File: src/rtl/ptwt_pkg.sv
package ptwt_pkg;

  // table geometry
  localparam int TABLE_DEPTH = 16;
  localparam int IDX_W       = (TABLE_DEPTH > 1) ? $clog2(TABLE_DEPTH) : 1;
  localparam int MAX_RESULTS = 16;
  localparam int CNT_W       = $clog2(MAX_RESULTS + 1);

  // field widths
  localparam int ADDR_W  = 16;
  localparam int SEQ_W   = 16;
  localparam int STAMP_W = 32;

  // opcodes
  localparam logic [1:0] OP_SEND = 2'd0;
  localparam logic [1:0] OP_PING = 2'd1;
  localparam logic [1:0] OP_PONG = 2'd2;
  localparam logic [1:0] OP_TICK = 2'd3;

  // result kinds
  localparam logic [2:0] KIND_TX_PING  = 3'd0;
  localparam logic [2:0] KIND_TX_PONG  = 3'd1;
  localparam logic [2:0] KIND_ANSWERED = 3'd2;
  localparam logic [2:0] KIND_EXPIRED  = 3'd3;
  localparam logic [2:0] KIND_ERROR    = 3'd4;

  // error codes
  localparam logic [1:0] ERR_NONE    = 2'd0;
  localparam logic [1:0] ERR_NO_PEER = 2'd1;
  localparam logic [1:0] ERR_NO_SEQ  = 2'd2;
  localparam logic [1:0] ERR_FULL    = 2'd3;

  typedef struct packed {
    logic [1:0]         opcode;
    logic [ADDR_W-1:0]  peer_address;
    logic [ADDR_W-1:0]  local_address;
    logic [SEQ_W-1:0]   seq_in;
    logic [STAMP_W-1:0] stamp_in;
    logic [STAMP_W-1:0] expiry_limit;
  } in_item_t;

  typedef struct packed {
    logic [2:0]         result_kind;
    logic [ADDR_W-1:0]  to_address;
    logic [ADDR_W-1:0]  from_address;
    logic [SEQ_W-1:0]   seq_out;
    logic [STAMP_W-1:0] stamp_out;
    logic [STAMP_W-1:0] round_trip_ms;
    logic [1:0]         error_code;
    logic               last_result;
  } out_item_t;

  // one pending ping in the table
  typedef struct packed {
    logic [ADDR_W-1:0]  peer;
    logic [SEQ_W-1:0]   seq;
    logic [STAMP_W-1:0] sent;
    logic [STAMP_W-1:0] limit;
  } entry_t;

endpackage

File: src/rtl/ptwt_in_if.sv
interface ptwt_in_if;
  import ptwt_pkg::*;

  logic     valid;
  logic     ready;
  in_item_t data;

  modport source (output valid, output data, input ready);
  modport sink   (input valid, input data, output ready);
endinterface

File: src/rtl/ptwt_out_if.sv
interface ptwt_out_if;
  import ptwt_pkg::*;

  logic      valid;
  logic      ready;
  out_item_t data;

  modport source (output valid, output data, input ready);
  modport sink   (input valid, input data, output ready);
endinterface

File: src/rtl/ptwt_table.sv
module ptwt_table (
  input  logic                  clk,
  input  logic                  we,
  input  logic [ptwt_pkg::IDX_W-1:0] waddr,
  input  ptwt_pkg::entry_t      wdata,
  input  logic                  re,
  input  logic [ptwt_pkg::IDX_W-1:0] raddr,
  output ptwt_pkg::entry_t      rdata
);
  import ptwt_pkg::*;

  entry_t mem [TABLE_DEPTH];

  // write port
  always_ff @(posedge clk) begin
    if (we) begin
      mem[waddr] <= wdata;
    end
  end

  // registered read port, holds while not enabled
  always_ff @(posedge clk) begin
    if (re) begin
      rdata <= mem[raddr];
    end
  end

endmodule

File: src/rtl/ping_tracker_with_timeouts_unit.sv
// Ping tracker with round-trip timing and timeouts.
// in_ch carries one event per transaction: send ping, received ping,
// received pong or a one millisecond tick. out_ch carries the results;
// last_result marks the final result of each event; a tick that expires
// no entry gives no result. cfg_we/cfg_wdata write own_address, the source
// used when a send gives source zero. A received ping skips the table walk:
// the finish state loads its result into the output register and returns
// to idle in the same cycle. Send, pong and tick events walk the pending
// table one entry per cycle, unless a blocked receiver stalls the walk,
// through a single compare and subtract unit fed from the table memory's
// registered read port; the finish state then gives the final result. A
// new event is taken only once the unit is back in idle; in_ch.ready is
// high only between events.
// Results go through a one-deep output register: an event is taken while
// the previous final result still waits, and a blocked receiver freezes
// the table walk in place without losing any result.
// Reset clears the clock, sequence counter, all pending valid bits and
// own_address; the table memory itself needs no clearing.
module ping_tracker_with_timeouts_unit (
  input  logic                         clk,
  input  logic                         rst,
  input  logic                         cfg_we,
  input  logic [ptwt_pkg::ADDR_W-1:0]  cfg_wdata,
  ptwt_in_if.sink                      in_ch,
  ptwt_out_if.source                   out_ch
);
  import ptwt_pkg::*;

  typedef enum logic [2:0] {
    S_IDLE   = 3'b001,
    S_SCAN   = 3'b010,
    S_FINISH = 3'b100
  } state_t;

  state_t state, state_next;

  logic [ADDR_W-1:0]  own_address;
  logic [STAMP_W-1:0] clock_ms;
  logic [SEQ_W-1:0]   next_sequence;
  logic [TABLE_DEPTH-1:0] pend_valid;

  // current event
  logic [1:0]         cur_op;
  logic [ADDR_W-1:0]  cur_peer;
  logic [ADDR_W-1:0]  cur_src;
  logic [SEQ_W-1:0]   cur_seq;
  logic [STAMP_W-1:0] cur_stamp;
  logic [STAMP_W-1:0] cur_limit;

  // table walk
  logic [IDX_W-1:0]   rd_idx;
  logic               issue_done;
  logic               ev_valid;
  logic [IDX_W-1:0]   ev_idx;
  entry_t             rd_entry;

  // walk findings
  logic               found;
  logic [IDX_W-1:0]   slot;
  logic               free_found;
  logic [IDX_W-1:0]   free_slot;
  logic               peer_seen;
  logic [STAMP_W-1:0] rtt;
  logic               held_valid;
  out_item_t          held;
  logic [CNT_W-1:0]   exp_count;

  // output register
  logic               out_valid;
  out_item_t          out_data;

  logic               in_fire;
  logic               out_free;
  logic [STAMP_W-1:0] age;
  logic               ent_valid;
  logic               peer_hit;
  logic               send_hit;
  logic               expired;
  out_item_t          exp_res;
  logic               scan_push;
  logic               advance;
  logic               scan_eval;
  logic               rd_en;
  out_item_t          fin_res;
  logic               fin_need;
  logic               fin_go;
  logic               tbl_we;
  logic [IDX_W-1:0]   tbl_waddr;
  entry_t             tbl_wdata;

  assign in_ch.ready  = (state == S_IDLE);
  assign in_fire      = in_ch.valid && in_ch.ready;
  assign out_free     = !out_valid || out_ch.ready;
  assign out_ch.valid = out_valid;
  assign out_ch.data  = out_data;

  // shared age unit and per-entry compares
  assign age       = clock_ms - rd_entry.sent;
  assign ent_valid = pend_valid[ev_idx];
  assign peer_hit  = ent_valid && (rd_entry.peer == cur_peer);
  assign send_hit  = peer_hit && (rd_entry.seq == cur_seq);
  assign expired   = ent_valid && (age > rd_entry.limit) &&
                     (exp_count < CNT_W'(MAX_RESULTS));

  always_comb begin
    exp_res              = '0;
    exp_res.result_kind  = KIND_EXPIRED;
    exp_res.to_address   = rd_entry.peer;
    exp_res.seq_out      = rd_entry.seq;
    exp_res.error_code   = ERR_NONE;
  end

  // a second expiry pushes the held one; stall if the receiver is blocked
  assign scan_push = (state == S_SCAN) && ev_valid && (cur_op == OP_TICK) &&
                     expired && held_valid;
  assign advance   = !(scan_push && !out_free);
  assign scan_eval = (state == S_SCAN) && ev_valid && advance;
  assign rd_en     = (state == S_SCAN) && advance && !issue_done;

  // final result of the event
  always_comb begin
    fin_res   = '0;
    fin_need  = 1'b1;
    tbl_we    = 1'b0;
    tbl_waddr = found ? slot : free_slot;
    tbl_wdata = '{peer: cur_peer, seq: cur_seq, sent: clock_ms, limit: cur_limit};
    case (cur_op)
      OP_SEND: begin
        fin_res.to_address = cur_peer;
        fin_res.seq_out    = cur_seq;
        if (found || free_found) begin
          fin_res.result_kind  = KIND_TX_PING;
          fin_res.from_address = cur_src;
          fin_res.stamp_out    = clock_ms;
          fin_res.error_code   = ERR_NONE;
          tbl_we               = (state == S_FINISH) && out_free;
        end else begin
          fin_res.result_kind = KIND_ERROR;
          fin_res.error_code  = ERR_FULL;
        end
      end
      OP_PING: begin
        fin_res.result_kind  = KIND_TX_PONG;
        fin_res.to_address   = cur_peer;
        fin_res.from_address = cur_src;
        fin_res.seq_out      = cur_seq;
        fin_res.stamp_out    = cur_stamp;
        fin_res.error_code   = ERR_NONE;
      end
      OP_PONG: begin
        fin_res.to_address = cur_peer;
        fin_res.seq_out    = cur_seq;
        if (found) begin
          fin_res.result_kind   = KIND_ANSWERED;
          fin_res.round_trip_ms = rtt;
          fin_res.error_code    = ERR_NONE;
        end else begin
          fin_res.result_kind = KIND_ERROR;
          fin_res.error_code  = peer_seen ? ERR_NO_SEQ : ERR_NO_PEER;
        end
      end
      default: begin
        fin_res  = held;
        fin_need = held_valid;
      end
    endcase
    fin_res.last_result = 1'b1;
  end

  assign fin_go = !fin_need || out_free;

  // sequencer
  always_comb begin
    state_next = state;
    case (state)
      S_IDLE: begin
        if (in_fire) begin
          state_next = (in_ch.data.opcode == OP_PING) ? S_FINISH : S_SCAN;
        end
      end
      S_SCAN: begin
        if (issue_done && !ev_valid) begin
          state_next = S_FINISH;
        end
      end
      S_FINISH: begin
        if (fin_go) begin
          state_next = S_IDLE;
        end
      end
      default: state_next = S_IDLE;
    endcase
  end

  always_ff @(posedge clk) begin
    if (rst) begin
      state <= S_IDLE;
    end else begin
      state <= state_next;
    end
  end

  // configuration register
  always_ff @(posedge clk) begin
    if (rst) begin
      own_address <= '0;
    end else if (cfg_we) begin
      own_address <= cfg_wdata;
    end
  end

  // clock and sequence counter
  always_ff @(posedge clk) begin
    if (rst) begin
      clock_ms      <= '0;
      next_sequence <= '0;
    end else if (in_fire) begin
      if (in_ch.data.opcode == OP_TICK) begin
        clock_ms <= clock_ms + STAMP_W'(1);
      end
      if (in_ch.data.opcode == OP_SEND) begin
        next_sequence <= next_sequence + SEQ_W'(1);
      end
    end
  end

  // latch the event
  always_ff @(posedge clk) begin
    if (in_fire) begin
      cur_op    <= in_ch.data.opcode;
      cur_peer  <= in_ch.data.peer_address;
      cur_stamp <= in_ch.data.stamp_in;
      cur_limit <= in_ch.data.expiry_limit;
      if (in_ch.data.opcode == OP_SEND) begin
        cur_src <= (in_ch.data.local_address != '0) ? in_ch.data.local_address
                                                    : own_address;
        cur_seq <= next_sequence;
      end else begin
        cur_src <= in_ch.data.local_address;
        cur_seq <= in_ch.data.seq_in;
      end
    end
  end

  // table walk: address issue and evaluate stage
  always_ff @(posedge clk) begin
    if (rst) begin
      rd_idx     <= '0;
      issue_done <= 1'b0;
      ev_valid   <= 1'b0;
    end else if (in_fire) begin
      rd_idx     <= '0;
      issue_done <= 1'b0;
      ev_valid   <= 1'b0;
    end else if ((state == S_SCAN) && advance) begin
      ev_valid <= !issue_done;
      if (!issue_done) begin
        ev_idx <= rd_idx;
        if (rd_idx == IDX_W'(TABLE_DEPTH - 1)) begin
          issue_done <= 1'b1;
        end else begin
          rd_idx <= rd_idx + IDX_W'(1);
        end
      end
    end
  end

  // walk findings
  always_ff @(posedge clk) begin
    if (rst) begin
      found      <= 1'b0;
      free_found <= 1'b0;
      peer_seen  <= 1'b0;
      held_valid <= 1'b0;
      exp_count  <= '0;
    end else if (in_fire) begin
      found      <= 1'b0;
      free_found <= 1'b0;
      peer_seen  <= 1'b0;
      held_valid <= 1'b0;
      exp_count  <= '0;
    end else if (scan_eval) begin
      if (!ent_valid && !free_found) begin
        free_found <= 1'b1;
        free_slot  <= ev_idx;
      end
      if (peer_hit) begin
        peer_seen <= 1'b1;
      end
      if (send_hit && !found) begin
        found <= 1'b1;
        slot  <= ev_idx;
        rtt   <= age;
      end
      if ((cur_op == OP_TICK) && expired) begin
        held_valid <= 1'b1;
        held       <= exp_res;
        exp_count  <= exp_count + CNT_W'(1);
      end
    end else if ((state == S_FINISH) && fin_go) begin
      held_valid <= 1'b0;
    end
  end

  // pending valid bits
  always_ff @(posedge clk) begin
    if (rst) begin
      pend_valid <= '0;
    end else if (scan_eval && (cur_op == OP_TICK) && expired) begin
      pend_valid[ev_idx] <= 1'b0;
    end else if ((state == S_FINISH) && out_free) begin
      if (tbl_we) begin
        pend_valid[tbl_waddr] <= 1'b1;
      end else if ((cur_op == OP_PONG) && found) begin
        pend_valid[slot] <= 1'b0;
      end
    end
  end

  // output register
  always_ff @(posedge clk) begin
    if (rst) begin
      out_valid <= 1'b0;
    end else if (scan_push && out_free) begin
      out_valid <= 1'b1;
    end else if ((state == S_FINISH) && fin_need && out_free) begin
      out_valid <= 1'b1;
    end else if (out_ch.ready) begin
      out_valid <= 1'b0;
    end
  end

  always_ff @(posedge clk) begin
    if (scan_push && out_free) begin
      out_data <= held;
    end else if ((state == S_FINISH) && fin_need && out_free) begin
      out_data <= fin_res;
    end
  end

  ptwt_table u_table (
    .clk   (clk),
    .we    (tbl_we),
    .waddr (tbl_waddr),
    .wdata (tbl_wdata),
    .re    (rd_en),
    .raddr (rd_idx),
    .rdata (rd_entry)
  );

`ifndef SYNTHESIS
  a_tick_advances_clock: assert property (@(posedge clk) disable iff (rst)
    in_fire && (in_ch.data.opcode == OP_TICK) |=>
      clock_ms == $past(clock_ms) + STAMP_W'(1))
    else $error("clock did not advance on tick");

  a_send_takes_sequence: assert property (@(posedge clk) disable iff (rst)
    in_fire && (in_ch.data.opcode == OP_SEND) |=>
      (next_sequence == $past(next_sequence) + SEQ_W'(1)) &&
      (cur_seq == $past(next_sequence)))
    else $error("send did not take the next sequence number");

  a_no_held_when_idle: assert property (@(posedge clk) disable iff (rst)
    (state == S_IDLE) |-> !held_valid && !ev_valid)
    else $error("walk state left over in idle");

  a_last_ends_event: assert property (@(posedge clk) disable iff (rst)
    (state == S_FINISH) && fin_need && out_free |=>
      out_valid && out_data.last_result && (state == S_IDLE))
    else $error("final result not followed by idle");

  a_mid_results_not_last: assert property (@(posedge clk) disable iff (rst)
    scan_push && out_free |=> out_valid && !out_data.last_result)
    else $error("intermediate expiry marked last");
`endif

endmodule
File: src/flat_wrapper.sv
// flat-port wrapper written by rule: the top's interface ports become plain ports
module ping_tracker_with_timeouts_unit_flat import ptwt_pkg::*;
  (clk, rst, cfg_we, cfg_wdata, in_ch_valid, in_ch_data, in_ch_ready, out_ch_valid, out_ch_data, out_ch_ready);
  ptwt_in_if in_ch_i ();
  ptwt_out_if out_ch_i ();
  input  logic clk;
  input  logic rst;
  input  logic cfg_we;
  input  logic [ptwt_pkg::ADDR_W-1:0] cfg_wdata;
  input wire logic [$bits(in_ch_i.valid)-1:0] in_ch_valid;
  input wire logic [$bits(in_ch_i.data)-1:0] in_ch_data;
  output wire logic [$bits(in_ch_i.ready)-1:0] in_ch_ready;
  output wire logic [$bits(out_ch_i.valid)-1:0] out_ch_valid;
  output wire logic [$bits(out_ch_i.data)-1:0] out_ch_data;
  input wire logic [$bits(out_ch_i.ready)-1:0] out_ch_ready;
  assign in_ch_i.valid = in_ch_valid;
  assign in_ch_i.data = in_ch_data;
  assign in_ch_ready = in_ch_i.ready;
  assign out_ch_valid = out_ch_i.valid;
  assign out_ch_data = out_ch_i.data;
  assign out_ch_i.ready = out_ch_ready;
  ping_tracker_with_timeouts_unit u_core (.clk(clk), .rst(rst), .cfg_we(cfg_we), .cfg_wdata(cfg_wdata), .in_ch(in_ch_i), .out_ch(out_ch_i));
endmodule
File: config.mk
export PLATFORM = sky130hd
export DESIGN_NAME = ping_tracker_with_timeouts_unit_flat
export DESIGN_NICKNAME = d
export VERILOG_FILES = /design/src/rtl/ptwt_pkg.sv /design/src/rtl/ptwt_in_if.sv /design/src/rtl/ptwt_out_if.sv /design/src/rtl/ptwt_table.sv /design/src/rtl/ping_tracker_with_timeouts_unit.sv /design/src/flat_wrapper.sv
export SDC_FILE = /design/constraint.sdc
export NUM_CORES = 2
export LEC_CHECK = 0
export ABC_CLOCK_PERIOD_IN_PS = 17500
export BUFFER_PORTS_ARGS = -buffer_cell sky130_fd_sc_hd__buf_2
export CAP_MARGIN = 20
export CORE_MARGIN = 2
export CORE_UTILIZATION = 62
export DETAILED_ROUTE_END_ITERATION = 8
export HOLD_SLACK_MARGIN = 0.03
export PLACE_DENSITY = 0.8
export SYNTH_ARGS = -nofsm -noshare
export SYNTH_HDL_FRONTEND = slang
export SYNTH_SLANG_ARGS = --single-unit
export TNS_END_PERCENT = 1
File: constraint.sdc
create_clock -name clk -period 17.5 [get_ports clk]
set_input_delay 0.875 -clock clk [delete_from_list [all_inputs] [get_ports clk]]
set_output_delay 0.875 -clock clk [all_outputs]
set_load 0.02 [all_outputs]
==> impl_metrics.py <==
metrics = {
    "outcome": {
        "status": "finished clean",
    },
    "setup_path": {
        "cp.arrival_ps": 7910,
        "rr_startpoint": "u_core.clock_ms[0]",
        "worstPathRequired_ps": 17950,
        "worstSetupEndpointType": "register",
        "worstPathMaxFanout": 50,
        "crit_path_start": "u_core.clock_ms[0]",
        "crit_type": "reg2reg",
        "critPathLaunchType": "register",
    },
    "detailed_routing": {
        "via_per_inst": 6.83,
        "wl_um": 193000,
        "drt_first_pass_iters": 6,
        "num_vias": 40200,
        "drc": 0,
        "wl_per_cell_um": 32.8,
        "drtAntennaViolNets": 0,
        "drtIter0Drc": 6056,
    },
    "final_layout": {
        "fin_util_pct": 70.3,
        "drive_above_1_share_pct": 27.9,
        "final_nets": 4285,
        "syn2layout_area_growth_pct": 12.2,
        "fin_area_mm2": 0.0883,
    },
    "global_routing": {
        "grt.overflow.total": 0,
        "grt_pass1_wl_um": 280000,
        "grtUsageTotal_pct": 30.1,
        "antenna_found_initial": 13,
        "grt_pass1_vias": 40600,
        "grt_start_max_net_pins": 161,
    },
    "place": {
        "gp_congestion": 0.896,
        "dp_hpwl_um": 98500,
        "io_buffers": 254,
        "placed_cell_area_mm2": 0.0821,
    },
    "worst_hold_path": {
        "hold_start": "in_ch_data[36]",
        "hold_class": "in2reg",
    },
    "clock_tree": {
        "cts_root_buf": "clkbuf_16",
        "clock-sinks": 2039,
        "postCtsResizedCells": 0,
        "tritoncts": "built",
        "cts_hold_buf": 0,
        "cts.clk_slew.worst_paths_ps": 60,
        "cts-htree-levels": 4,
        "cts_buffers": 193,
        "clk_latency_ps": 830,
        "cts_setup_buffers": 0,
        "cts.path.max_buffers": 3,
    },
    "synth": {
        "async_reset_ff_share_pct": 0,
        "ys_ff_latch": 2039,
        "synthXorXnorAreaFrac_pct": 1.01,
        "synth_edf_count": 1940,
        "synthAdderAreaFrac_pct": 1.09,
        "netlist_area_mm2": 0.0787,
        "syn_inst": 3729,
        "muxShareOfSynthArea_pct": 14.8,
        "yosysWarnings": 0,
        "ys_types": 72,
        "ys.flop_type": "edfxtp_1",
        "yosysSeqAreaShare_pct": 76.5,
        "synth-compound-area-share_pct": 2.56,
        "synth_top_family_by_area": "multiplexers",
        "postSynthAreaPerCell_um2": 21.1,
        "synth_simple_gate_area_share_pct": 2.78,
        "syn-num-nets": 3932,
    },
    "sta": {
        "finalSetupViolCount": 0,
        "finalMaxSlewViolations": 0,
        "fmax_mhz": 134,
        "period_share_pct": 42.6,
        "hold_viol_final": 0,
        "grt_setup_unrepaired": "false",
        "period_needed_ps": 7460,
        "setup_tns_ps": 0,
        "worstMarginPinSlew_ps": 1180,
        "slew_headroom_pct": 21.3,
        "fin_skew_ps": 27.9,
    },
    "floorplanning": {
        "coreArea_mm2": 0.126,
        "placementRows": 130,
        "die_width_um": 360,
        "ioPinCount": 255,
        "die-area_mm2": 0.130,
        "fp.dieH_um": 360,
        "start_util_pct": 62.6,
    },
    "power_and_ir_drop": {
        "vdd_drop_max_v": 0.000110,
        "p_per_area_mw_per_mm2": 113,
        "power_leakage_nw": 26.9,
    },
    "job": {
        "cap_violations": 0,
    },
}
-- layout make-up --
class	count	area, um2
diodes	2	5.00
clock buffers	249	5180
clock inverters	101	990
fillers	7088	37400
inverters	88	332
multi-input cells	1438	17700
flip-flops and latches	2039	60300
well taps	1650	2060
repair buffers	322	1840
-- placed cells by master (no fill, tap or decap), drive strengths merged, types with 17 or more instances in the layout --
| cell | Yosys | final |
|---|---|---|
| ha | 67 | 67 |
| o21ai | 51 | 51 |
| xnor2 | 50 | 50 |
| nand3 | 28 | 28 |
| a21o | 40 | 40 |
| xor2 | 41 | 41 |
| edfxtp | 1940 | 1940 |
| mux4 | 485 | 485 |
| dfxtp | 99 | 99 |
| nor2 | 132 | 132 |
| clkinv | 1 | 69 |
| inv | 87 | 98 |
| mux2 | 48 | 48 |
| buf | 43 | 322 |
| a22o | 27 | 27 |
| or3 | 20 | 20 |
| nor3 | 22 | 22 |
| nand4 | 25 | 25 |
| nand2 | 67 | 67 |
| mux2i | 18 | 18 |
| and3 | 17 | 17 |
| o31ai | 23 | 23 |
| a21oi | 77 | 77 |
| clkbuf | 121 | 249 |
| and2 | 56 | 56 |
-- cell usage after synthesis, types with 27 or more instances --
| cell type | number | area (um2) |
|---|---|---|
| nor2_1 | 131 | 492 |
| o21ai_0 | 50 | 250 |
| inv_1 | 86 | 323 |
| nand3_1 | 28 | 140 |
| buf_1 | 34 | 128 |
| a21o_1 | 40 | 300 |
| and2_1 | 56 | 350 |
| mux4_2 | 485 | 10900 |
| xnor2_1 | 50 | 438 |
| clkbuf_1 | 121 | 454 |
| a22o_1 | 27 | 236 |
| nand2_1 | 67 | 251 |
| edfxtp_1 | 1940 | 58300 |
| ha_1 | 67 | 838 |
| mux2_2 | 48 | 541 |
| dfxtp_1 | 99 | 1980 |
| a21oi_1 | 77 | 385 |
| xor2_1 | 41 | 359 |
-- sequential cells by signal, summed over array words and instances, names as in the netlist, 2 cells and up --
name                  count
u_core.free_slot          4
u_core.cur_src           16
u_core.rtt               32
u_core.cur_peer          16
u_core.state              3
u_core.clock_ms          32
u_core.own_address       16
u_core.slot               4
u_core.next_sequence     16
u_core.rd_idx             4
u_core.u_table.mem     1536
u_core.exp_count          5
u_core.u_table.rdata     96
u_core.ev_idx             4
u_core.cur_stamp         32
u_core.held              32
u_core.out_ch.data      118
u_core.pend_valid        16
u_core.cur_limit         32
u_core.cur_op             2
u_core.cur_seq           16
-- power by group --
| part | switching [W] | internal, W | total [W] |
|---|---|---|---|
| Combinational | 0.000164 | 0.000108 | 0.000272 |
| Clock | 0.00179 | 0.00233 | 0.00412 |
| Sequential | 0.000114 | 0.00545 | 0.00556 |
-- worst max-delay path, stage by stage (launching register included) --
cell and delay (ps):
dfxtp_1 830, inv_1 150, ha_1 260, fa_1 400, nand2b_1 180, a21oi_1 210, nor2_1 110, o21ba_2 290
o21a_1 260, nor4_1 440, nor3_1 110, nand3b_1 200, ha_1 320, nand3_1 120, or4_1 700, a31oi_2 310
nor2_1 100, or3_1 470, o31ai_4 230, buf_4 620, buf_4 650
-- final timing paths --
path                                                to  slack, ps  depth (start not counted)
worst min-delay path               u_core.cur_stamp[4]        220                          1
worst max-delay path            u_core.out_ch.data[52]      10040                         20
worst min register to register        u_core.held[112]        470                          0
worst max register to register  u_core.out_ch.data[52]      10040                         20
-- per-stage QoR --
stage | setup slack, ps | instances | hold slack, ps | power [W]
final | 10040 | 5889 | 219 | 0.00995
after floorplan | 3640 | 3729 | 406 | 0.00579
after CTS | 10150 | 5885 | 158 | 0.00999
after global routing | 9630 | 5887 | 190 | 0.0102
after detailed placement | 10240 | 5535 | 459 | 0.00592
after global placement | 10420 | 5534 | 454 | 0.00591
-- metal layers --
metal  global-route usage [%]  vias up  part of all wire, %
li1                         -    16100                    -
met1                     41.4    20900                   36
met2                     48.1     2837                   49
met3                     6.86      436                   11
met4                     11.2       10                  3.9
met5                        0        -                0.033
-- kinds of logic (layout without fill, tap and decap cells) --
| family | Yosys count | count (layout) |
|---|---|---|
| mux | 551 | 551 |
| other cells | 0 | 2 |
| fa+ha+maj | 68 | 68 |
| simple gates | 429 | 429 |
| flops | 2039 | 2039 |
| buf+inv | 252 | 760 |
| xor+xnor | 91 | 91 |
| compound gates | 299 | 299 |
Power figures use the tool's default switching activity.
